==> config.mk <==
export PLATFORM = sky130hd
export DESIGN_NAME = ffa_cell
export DESIGN_NICKNAME = d
export VERILOG_FILES = /design/src/ffa_pkg.sv /design/src/ffa_cell.sv
export SDC_FILE = /design/constraint.sdc
export NUM_CORES = 1
export LEC_CHECK = 0
export BUFFER_PORTS_ARGS = -buffer_cell sky130_fd_sc_hd__buf_2
export CORE_MARGIN = 2
export CORE_UTILIZATION = 52
export CTS_CLUSTER_SIZE = 25
export DETAILED_ROUTE_END_ITERATION = 12
export GPL_ROUTABILITY_DRIVEN = 0
export PLACE_DENSITY = 0.82
export SLEW_MARGIN = 20
export SYNTH_ARGS = -nofsm -noshare
export SYNTH_HDL_FRONTEND = slang
export SYNTH_SLANG_ARGS = --single-unit
==> constraint.sdc <==
create_clock -name clk_i -period 5.6 [get_ports clk_i]
set_clock_uncertainty 0.15 [all_clocks]
set_input_delay 0.28 -clock clk_i [delete_from_list [all_inputs] [get_ports clk_i]]
set_output_delay 0.28 -clock clk_i [all_outputs]
set_load 0.02 [all_outputs]
==> src/ffa_pkg.sv <==
`timescale 1ns / 1ps
// Shared types and constants for the first-fit block allocator.
// Used by the channel interfaces, the table cells and the top level.
package ffa_pkg;

  // Payload field widths
  localparam int unsigned FIELD_W  = 16;
  localparam int unsigned STATUS_W = 2;

  // Item kinds
  localparam logic KIND_ALLOC = 1'b0;
  localparam logic KIND_FREE  = 1'b1;

  // Result status codes
  typedef enum logic [STATUS_W-1:0] {
    ST_OK      = 2'd0,
    ST_NULL    = 2'd1,
    ST_FULL    = 2'd2,
    ST_UNKNOWN = 2'd3
  } status_e;

  // Configuration port layout
  localparam int unsigned PADDR_W  = 3;
  localparam int unsigned PDATA_W  = 32;
  localparam int unsigned REG_IDX_W = PADDR_W - 2;
  localparam logic [REG_IDX_W-1:0] REG_HEAP_LIMIT = 1'b0;
  localparam logic [FIELD_W-1:0] HEAP_LIMIT_RST = 16'hFFFF;

  // Probe word that walks the cell chain
  typedef struct packed {
    logic                 valid;
    logic                 kind;
    logic                 done;
    logic [FIELD_W-1:0]   size;
    logic [FIELD_W-1:0]   addr;
    logic [FIELD_W-1:0]   grant;
    status_e              status;
  } tok_t;

  // Finished result word
  typedef struct packed {
    logic [FIELD_W-1:0] grant;
    status_e            status;
  } res_t;

endpackage

==> src/ffa_cell.sv <==
`timescale 1ns / 1ps
// One table entry of the allocator: block start, size and free mark.
// Checks the passing probe word against its entry and hands it on. Uses ffa_pkg.
module ffa_cell #(
  parameter int unsigned INDEX        = 0,
  parameter int unsigned MAX_BLOCKS   = 64,
  parameter int unsigned HEADER_BYTES = 24,
  parameter int unsigned ADDR_BITS    = 16,
  localparam int unsigned IdxW = $clog2(MAX_BLOCKS),
  localparam int unsigned CntW = $clog2(MAX_BLOCKS + 1)
) (
  input  logic                 clk_i,
  input  logic                 rst_ni,
  input  ffa_pkg::tok_t        tok_i,
  output ffa_pkg::tok_t        tok_o,
  input  logic [CntW-1:0]      count_i,
  input  logic                 wr_en_i,
  input  logic [IdxW-1:0]      wr_idx_i,
  input  logic [ADDR_BITS-1:0] wr_start_i,
  input  logic [ffa_pkg::FIELD_W-1:0] wr_bytes_i
);
  import ffa_pkg::*;

  localparam int unsigned CmpW = ((ADDR_BITS > FIELD_W) ? ADDR_BITS : FIELD_W) + 1;
  localparam logic [CntW-1:0] MyCnt = CntW'(INDEX);
  localparam logic [IdxW-1:0] MyIdx = IdxW'(INDEX);

  logic [ADDR_BITS-1:0] start_q;
  logic [FIELD_W-1:0]   bytes_q;
  logic                 free_q, free_d;
  logic [ADDR_BITS:0]   uaddr;
  logic                 ent_valid, fit, addr_eq, hit, wr_me;
  tok_t                 tok_q, tok_d;

  // Match the probe against this entry
  assign ent_valid = count_i > MyCnt;
  assign uaddr     = {1'b0, start_q} + (ADDR_BITS + 1)'(HEADER_BYTES);
  assign addr_eq   = CmpW'(uaddr) == CmpW'(tok_i.addr);
  assign fit       = free_q && (bytes_q >= tok_i.size);
  assign hit       = tok_i.valid && !tok_i.done && ent_valid &&
                     ((tok_i.kind == KIND_ALLOC) ? fit : addr_eq);
  assign wr_me     = wr_en_i && (wr_idx_i == MyIdx);

  // Claim the probe on a hit, else pass it unchanged
  always_comb begin
    tok_d  = tok_i;
    free_d = free_q;
    if (hit) begin
      tok_d.done   = 1'b1;
      tok_d.status = ST_OK;
      if (tok_i.kind == KIND_ALLOC) begin
        tok_d.grant = FIELD_W'(uaddr[ADDR_BITS-1:0]);
        free_d      = 1'b0;
      end else begin
        tok_d.grant = '0;
        free_d      = 1'b1;
      end
    end
    if (wr_me) begin
      free_d = 1'b0;
    end
  end

  // Control: free mark and the probe stage
  always_ff @(posedge clk_i or negedge rst_ni) begin
    if (!rst_ni) begin
      free_q <= 1'b0;
      tok_q  <= '0;
    end else begin
      free_q <= free_d;
      tok_q  <= tok_d;
    end
  end

  // Payload: entry written on append
  always_ff @(posedge clk_i) begin
    if (wr_me) begin
      start_q <= wr_start_i;
      bytes_q <= wr_bytes_i;
    end
  end

  assign tok_o = tok_q;

endmodule

==> results.yml, run 1 <==
timing:
  worst_pin_slew_ps: 837
  setup_tns_ps: 0
  rsz0062_at_grt: "false"
  hold_viol: 1
  min_period_ps: 3430
  fmax_ghz: 0.292
  setup_viol: 0
  worst_slack_ps: 2170
  slew_headroom_pct: 43.9
  period_share_pct: 61.2
  hold-worst-slack_ps: -8.80
  final_max_slew_viol_count: 0
logic_synthesis:
  synthFlopType: "dfrtp_1"
  synth_nets: 395
  synthArstFlopShare_pct: 62.8
  seq_area_frac_synth_pct: 61.6
  synth_warnings: 0
  synthCells: 277
  synth_edf_count: 32
  synth_area_per_cell_um2: 13.5
  ys_seq_elements: 86
  synth_cell_types: 52
  mappedNetlistArea_um2: 3750
worst_hold_path:
  hold_class: "in2reg"
  min_from: "tok_i[3]"
outcome:
  outcome: "finished, violations left"
  violations: "negative hold slack"
cts:
  numCtsBuffers: 9
  cts_resized: 0
  postCtsHoldBufs: 73
  cts_buffer_depth: 2
  cts_post_setup_buffers_inserted: 0
  clkTransAtPathRegs_ps: 90
  cts-root-buf: "clkbuf_8"
  htree_levels: 3
  clock_latency_ps: 360
  cts_tree: "done"
  cts.sinks: 86
routing:
  viasPerCell: 5.23
  wire_per_inst_um: 17.0
  drtIter0Drc: 212
  ant_nets: 0
  num_vias: 3214
  drcViolationCount: 0
  wirelength_mm: 10.4
  firstDrtPassIters: 4
die:
  pin_count: 154
  die_w_um: 88.9
  die-area_um2: 7910
  start_util_pct: 54.6
  rows: 30
  fp.dieH_um: 88.9
  core_area_um2: 6870
place:
  dp_worst_setup_slack_ps: 2300
  port_buffers: 153
  place_inst: 521
  dp_hpwl_mm: 6.37
finish:
  antennaDiodeCount: 0
  final_cells: 614
  layout_common_cells: "buf_2 (153), dlygate4sd3_1 (77), dfrtp_1 (54)"
  nets: 631
  drive_gt1_share_pct: 33.6
  layout_commonest_cell: "buf_2"
  area_growth_pct: 48.2
worst_setup_path:
  end_kind: "flip-flop"
  critPathRequiredTime_ps: 5690
  worstSetupPathType: "in2reg"
  r2r-start: "start_q[3]"
  max_stage_delay_ps: 670
  crit_arrival_ps: 3520
  critical_path.cell_chain: "dlygate4sd3_1 -> buf_2 -> inv_1 -> ha_1 -> a2111oi_0 -> o21a_1 -> o211ai_1 -> a31oi_1 -> a21boi_0 -> nand2_2 -> or2b_1"
  cp-endpoint: "tok_o[50]"
  cp_max_fo: 14
  cp-start-kind: "primary input"
  worst-r2r-cell-count: 9
  worstSetupStartpoint: "tok_i[37]"
  slowest_stage: "a31oi_1"
  rrSetupSlack_ps: 2280
  reg2reg_to: "tok_o[12]"
global_routing:
  grt_pass1_vias: 3171
  grt_pass1_wl_mm: 15.5
  grt_usage_pct: 26.9
  grt_max_degree: 55
  grt_overflow_total: 0
  antenna_found_initial: 0
job:
  max_cap_viol_count: 0
power:
  leakagePower_nw: 2.62
  power_density_nw_per_um2: 235
  vdd.ir_drop.worst_uv: 153
[per-layer routing]
metal | up-vias | wire length (um) | global-route usage, %
met5 | - | 0 | 0
met4 | 0 | 401 | 13.4
met2 | 181 | 5510 | 48.0
met3 | 36 | 759 | 5.08
met1 | 1506 | 3760 | 31.0
li1 | 1491 | - | -
[through the flow]
| stage | instance area [um^2] | utilization [%] | hold slack, ps | power (W) |
|---|---|---|---|---|
| 2_1_floorplan | 3750 | - | -166 | 0.000772 |
| 3_3_place_gp | 4590 | 66.9 | 253 | 0.000848 |
| 3_5_place_dp | 4590 | 66.9 | 255 | 0.000853 |
| 4_1_cts | 5520 | 80.3 | 2.53 | 0.00129 |
| 5_1_grt | 5560 | 80.9 | 3.26 | 0.00136 |
| 6_report | 5560 | 80.9 | -8.80 | 0.00131 |
[power breakdown]
group	internal, W	switching [W]	total, W
Combinational	0.000102	0.000102	0.000204
Clock	0.000192	0.000226	0.000417
Sequential	0.000677	0.00000745	0.000684
Total	0.000970	0.000335	0.00131
[logic make-up (layout without fill, tap and decap cells)]
kind of cell | count (synthesis) | count (layout) | share of synthesized area [%]
buffers and inverters | 29 | 270 | 3.74
muxes | 2 | 2 | 0.534
xor gates and xnor gates | 23 | 23 | 6.50
adders and majority gates | 17 | 17 | 5.67
DFF | 86 | 86 | 61.6
and+or+nand+nor | 65 | 65 | 10.2
AOI/OAI and AO/OA | 55 | 55 | 11.7
[critical path, delay by kind of cell]
family          cells  cell delay, ps
simple gates        2             560
compound gates      5            1670
buf+inv             3             690
fa+ha+maj           1             320
[registers in the layout, summed over array words and instances, names as in the netlist]
signal	flops
free_q	1
bytes_q	16
start_q	16
tok_o	53
[how the worst min path moves through the flow]
stage,endpoint,slack (ps),depth (start not counted)
3_5_place_dp,tok_o[46],260,1
4_1_cts,tok_o[8],3,2
3_3_place_gp,tok_o[47],250,1
6_report,tok_o[3],-9,2
2_1_floorplan,free_q,-170,0
5_1_grt,tok_o[3],3,2
[cell type report]
type	instances	area [um^2]
multi-input cells	162	1300
clock buffers	11	153
fillers	390	1310
inverters	22	82.6
flip-flops and latches	86	2310
clock inverters	5	40.0
repair buffers	232	1550
well taps	96	120
[cell usage after synthesis, types with 3 or more instances]
library cell | n | share of area (%)
a22o_1 | 10 | 2.3
buf_6 | 4 | 1.2
nor3b_1 | 3 | 0.60
nor3_1 | 3 | 0.40
dfrtp_1 | 54 | 36
inv_1 | 22 | 2.2
nor2_1 | 8 | 0.80
o211ai_1 | 3 | 0.60
nand3_1 | 3 | 0.40
xor2_1 | 5 | 1.2
o21ai_0 | 5 | 0.67
ha_1 | 17 | 5.7
nand2b_1 | 7 | 1.2
edfxtp_1 | 32 | 26
xnor2_1 | 15 | 3.5
a31oi_1 | 3 | 0.50
a22oi_1 | 5 | 1.0
o2bb2ai_1 | 7 | 1.6
and3_1 | 7 | 1.2
nor4b_1 | 3 | 0.70
nor4_1 | 3 | 0.50
o2111ai_1 | 3 | 0.70
and2_1 | 3 | 0.50
nand2_1 | 11 | 1.1
a21oi_1 | 5 | 0.67
No activity file was read; power rests on OpenSTA's default activity.
==> run 2: changes to the inputs <==
- CORE_UTILIZATION: 52 -> 48
- PLACE_DENSITY: 0.82 -> 0.77
- clock period: 5.6 -> 3.32 ns (I/O delays scaled with it)
==> run 2 against run 1 <==
  * The run now ends clean
  * Hold slack better by 270 ps
  * First-iteration DRC count down 30%
  * Total power up 71%
  * Design area up 2.3%
  * Setup slack worse by 2000 ps
  * Global-route usage down 2.0 points
  * Routed wire length down 0.65%
  * Clock-buffer cell count down 1
  * Die area up 7.9%
  * Register-to-register slack worse by 2100 ps
  * Core utilization down 6.6 points
  * Critical path type is now reg2reg
==> results.yml, run 2 (synthesis results as in run 1) <==
cts:
  cts_post_setup_buffers_inserted: 0
  cts_tree: "done"
  cts-root-buf: "clkbuf_8"
  cts.sinks: 86
  cts_buffer_depth: 2
  htree_levels: 3
  clkTransAtPathRegs_ps: 80
  numCtsBuffers: 9
  clock_latency_ps: 360
worst_setup_path:
  end_kind: "flip-flop"
  rrSetupSlack_ps: 150
  worstSetupPathType: "reg2reg"
  worstSetupStartpoint: "start_q[4]"
  worst-r2r-cell-count: 9
  cp-start-kind: "flip-flop"
  reg2reg_to: "tok_o[15]"
  crit_arrival_ps: 3260
  cp_max_fo: 14
  r2r-start: "start_q[4]"
  critPathRequiredTime_ps: 3410
power:
  leakagePower_nw: 2.66
  vdd.ir_drop.worst_uv: 217
  total_power_w: 0.00223
  power_density_nw_per_um2: 393
finish:
  layout_common_cells: "buf_2 (153), dlygate4sd3_1 (86), dfrtp_1 (54)"
  final_core_util_pct: 74.3
  fillCellCount: 507
  nets: 643
  antennaDiodeCount: 0
  largest_reg_flops: 53
  layout_commonest_cell: "buf_2"
  multi_input_area_um2: 1300
  regArea_um2: 2310
  area_growth_pct: 51.5
  drive_gt1_share_pct: 33.4
routing:
  drcViolationCount: 0
  wirelength_mm: 10.4
  firstDrtPassIters: 4
  ant_nets: 0
  drtIter0Drc: 148
  num_vias: 3232
  wire_per_inst_um: 16.4
  viasPerCell: 5.11
die:
  die_w_um: 92.4
  rows: 32
  die-area_um2: 8540
  fp.dieH_um: 92.4
  pin_count: 154
  start_util_pct: 49.1
  core_area_um2: 7650
place:
  dp_worst_setup_slack_ps: 142
  dp_hpwl_mm: 6.47
  port_buffers: 153
global_routing:
  grt_pass1_wl_mm: 16.1
  grt_pass1_vias: 3357
  grt_overflow_total: 0
  antenna_found_initial: 0
  grt_usage_pct: 24.9
  grt_max_degree: 44
timing:
  slew_headroom_pct: 36.0
  setup_tns_ps: 0
  worst_slack_ps: 151
  final_max_slew_viol_count: 0
  period_share_pct: 95.5
  fmax_ghz: 0.316
  min_period_ps: 3170
  hold-worst-slack_ps: 261
  hold_viol: 0
  setup_viol: 0
  worst_pin_slew_ps: 960
  rsz0062_at_grt: "false"
outcome:
  outcome: "finished clean"
job:
  max_cap_viol_count: 0
worst_hold_path:
  hold_class: "in2reg"
  hold_depth: 5
  holdPathEnd: "free_q"
  min_from: "count_i[4]"
run 2: changes by cell type in the layout (fill, tap and decap cells not counted), sizes merged:
| cell | previous run | this run |
|---|---|---|
| dlygate4sd3 | 77 | 86 |
| clkinv | 2 | 0 |
| clkbuf | 11 | 10 |
| bufinv | 0 | 1 |
| clkinvlp | 1 | 3 |
| buf | 155 | 158 |
run 2: how the worst max path moves through the flow:
stage / slack (ps) / to / cells past startpoint
floorplan: 260 / tok_o[14] / 11
global placement: 240 / tok_o[15] / 9
detailed placement: 140 / tok_o[15] / 9
CTS: 120 / tok_o[15] / 9
global route: 2 / tok_o[15] / 9
finish: 150 / tok_o[15] / 9
run 2: power breakdown:
group | internal (W) | switching, W | total (W)
logic | 0.000179 | 0.000171 | 0.000350
clock network | 0.000353 | 0.000373 | 0.000726
registers | 0.00114 | 0.0000130 | 0.00115
run 2: layout make-up:
class,count,area share (%)
tap,102,2.25
clock buffer,10,2.25
timing repair buffer,244,29.3
inverter,22,1.45
clock inverter,6,1.23
multi-input combinational,162,22.9
sequential,86,40.7
run 2: per-stage QoR:
stage               area (um^2)  instances
finish                     5680        632
global route               5680        632
CTS                        5680        632
detailed placement         4620        530
global placement           4620        530
floorplan                  3750        277
run 2: critical path, cell delays in order (launching register included):
cell and delay [ps]:
edfxtp_1 440, inv_1 90, ha_1 240, and4b_1 230, and3_4 180, a221o_1 360
a2111o_1 420, o41ai_2 430, nand2_2 250, a22o_1 280
run 2: per-layer routing:
| layer | part of all wire (%) | vias to the layer above | track usage (%) |
|---|---|---|---|
| met5 | 0 | - | 0 |
| met4 | 4.1 | 0 | 14.3 |
| met3 | 5.4 | 36 | 4.15 |
| met2 | 54 | 148 | 45.9 |
| met1 | 37 | 1534 | 26.9 |
| li1 | - | 1514 | - |
run 2: what timing repair did:
item / 4_1_cts / 5_1_grt
hold endpoints to repair: 127 / 0
setup endpoints to repair: 0 / 1
hold buffers: 86 / 0
resized for setup: 0 / 0
==> run 3: changes to the inputs <==
- BUFFER_PORTS_ARGS: -buffer_cell sky130_fd_sc_hd__buf_2 -> -buffer_cell sky130_fd_sc_hd__clkbuf_2
==> run 3 against run 2 <==
  * Non-clock buffer count is the same
  * Maximum frequency fell by 0.44%
  * Sequential power barely moved
  * Critical path depth unchanged
  * Routed wire length is 0.54% higher
==> results.yml, run 3 (synthesis results as in run 1) <==
die:
  rows: 32
  die-area_um2: 8540
  die_w_um: 92.4
  pin_count: 154
  core_area_um2: 7650
  fp.dieH_um: 92.4
  start_util_pct: 49.1
cts:
  htree_levels: 3
  postCtsHoldBufs: 86
  cts_resized: 0
  cts.sinks: 86
  clkTransAtPathRegs_ps: 80
  cts_tree: "done"
  cts_post_setup_buffers_inserted: 0
  clock_latency_ps: 370
  cts_buffer_depth: 2
  numCtsBuffers: 9
  cts-root-buf: "clkbuf_8"
global_routing:
  grt_most_used_layer: "met2"
  grt_pass1_wl_mm: 16.3
  grt_overflow_total: 0
  globalRouteMet2Util_pct: 44.9
  grt_pass1_vias: 3407
  grt_usage_pct: 25.4
  antenna_found_initial: 0
  grtUsageMet1_pct: 28.3
  globalRouteMet3Util_pct: 4.39
  grt_max_degree: 44
finish:
  layout_commonest_cell: "clkbuf_2"
  regArea_um2: 2310
  area_growth_pct: 51.1
  multi_input_area_um2: 1300
  fillCellCount: 505
  largest_reg_flops: 53
  layout_common_cells: "clkbuf_2 (152), dlygate4sd3_1 (86), dfrtp_1 (54)"
  fin_area_um2: 5670
  drive_gt1_share_pct: 33.4
  nets: 643
worst_setup_path:
  cp_max_fo: 14
  cp-start-kind: "flip-flop"
  path_buf_inv: 1
  end_kind: "flip-flop"
  crit_arrival_ps: 3280
  worstSetupPathType: "reg2reg"
  slowest_stage: "edfxtp_1"
  critPathRequiredTime_ps: 3420
  critical_path.cell_chain: "inv_1 -> ha_1 -> and4b_1 -> and3_4 -> a221o_1 -> a2111o_1 -> o41ai_2 -> nand2_2 -> a22o_1"
  max_stage_delay_ps: 460
  critPathTopFamily: "compound AO/OA/AOI/OAI gates"
power:
  power_density_nw_per_um2: 386
  vdd.ir_drop.worst_uv: 224
  leakagePower_nw: 2.70
timing:
  worst_slack_ps: 136
  hold-worst-slack_ps: 274
  setup_viol: 0
  slew_headroom_pct: 37.4
  hold_viol: 0
  rsz0062_at_grt: "false"
  period_share_pct: 95.9
  setup_tns_ps: 0
  fmax_ghz: 0.314
  worst_pin_slew_ps: 939
  min_period_ps: 3180
  final_max_slew_viol_count: 0
place:
  port_buffers: 153
  placed_area_um2: 4620
  dp_hpwl_mm: 6.53
  dp_worst_setup_slack_ps: 166
routing:
  drcViolationCount: 0
  ant_nets: 0
  num_vias: 3240
  viasPerCell: 5.12
  wire_per_inst_um: 16.5
  firstDrtPassIters: 4
  drtIter0Drc: 159
  wirelength_mm: 10.4
worst_hold_path:
  hold_class: "in2reg"
job:
  max_cap_viol_count: 0
outcome:
  outcome: "finished clean"
run 3: power breakdown:
part           internal [W]  total, W  leakage, nW  switching, W
Combinational      0.000179  0.000351         1.69      0.000172
Clock              0.000285  0.000682       0.0923      0.000396
Sequential          0.00114   0.00116        0.916     0.0000144
run 3: path summary, 6_finish.rpt:
check,startpoint,to,slack [ps],depth (start not counted)
max,start_q[4],tok_o[15],140,9
min,count_i[4],free_q,270,5
max reg2reg,start_q[4],tok_o[15],140,9
min reg2reg,start_q[0],tok_o[2],380,1
max in group asynchronous,rst_ni,tok_o[31],1930,3
min in group asynchronous,rst_ni,tok_o[37],330,2
run 3: worst reg2reg max path, cell delays in order (launching register included):
cell and delay, ps:
edfxtp_1 460, inv_1 90, ha_1 230, and4b_1 230, and3_4 170, a221o_1 360, a2111o_1 420, o41ai_2 430
nand2_2 260, a22o_1 290
run 3: per-stage QoR:
stage	utilization, %	power [W]	cells
finish	74.1	0.00219	633
global route	74.1	0.00228	632
CTS	74.1	0.00219	632
detailed placement	60.5	0.00144	530
global placement	60.5	0.00143	530
floorplan	-	0.00130	277
run 3: area by class of cell:
type	count	share of cell area (%)
well taps	102	2.25
flip-flops and latches	86	40.8
multi-input cells	162	22.9
clock inverters	6	0.927
diodes	1	0.0442
inverters	22	1.46
clock buffers	10	2.25
repair buffers	244	29.4
run 3: metal layers:
layer / up-vias / wire length [um] / share of wire (%)
li1: 1521 / - / -
met1: 1505 / 3820 / 37
met2: 172 / 5450 / 52
met3: 42 / 634 / 6.1
met4: 0 / 514 / 4.9
met5: - / 0 / 0
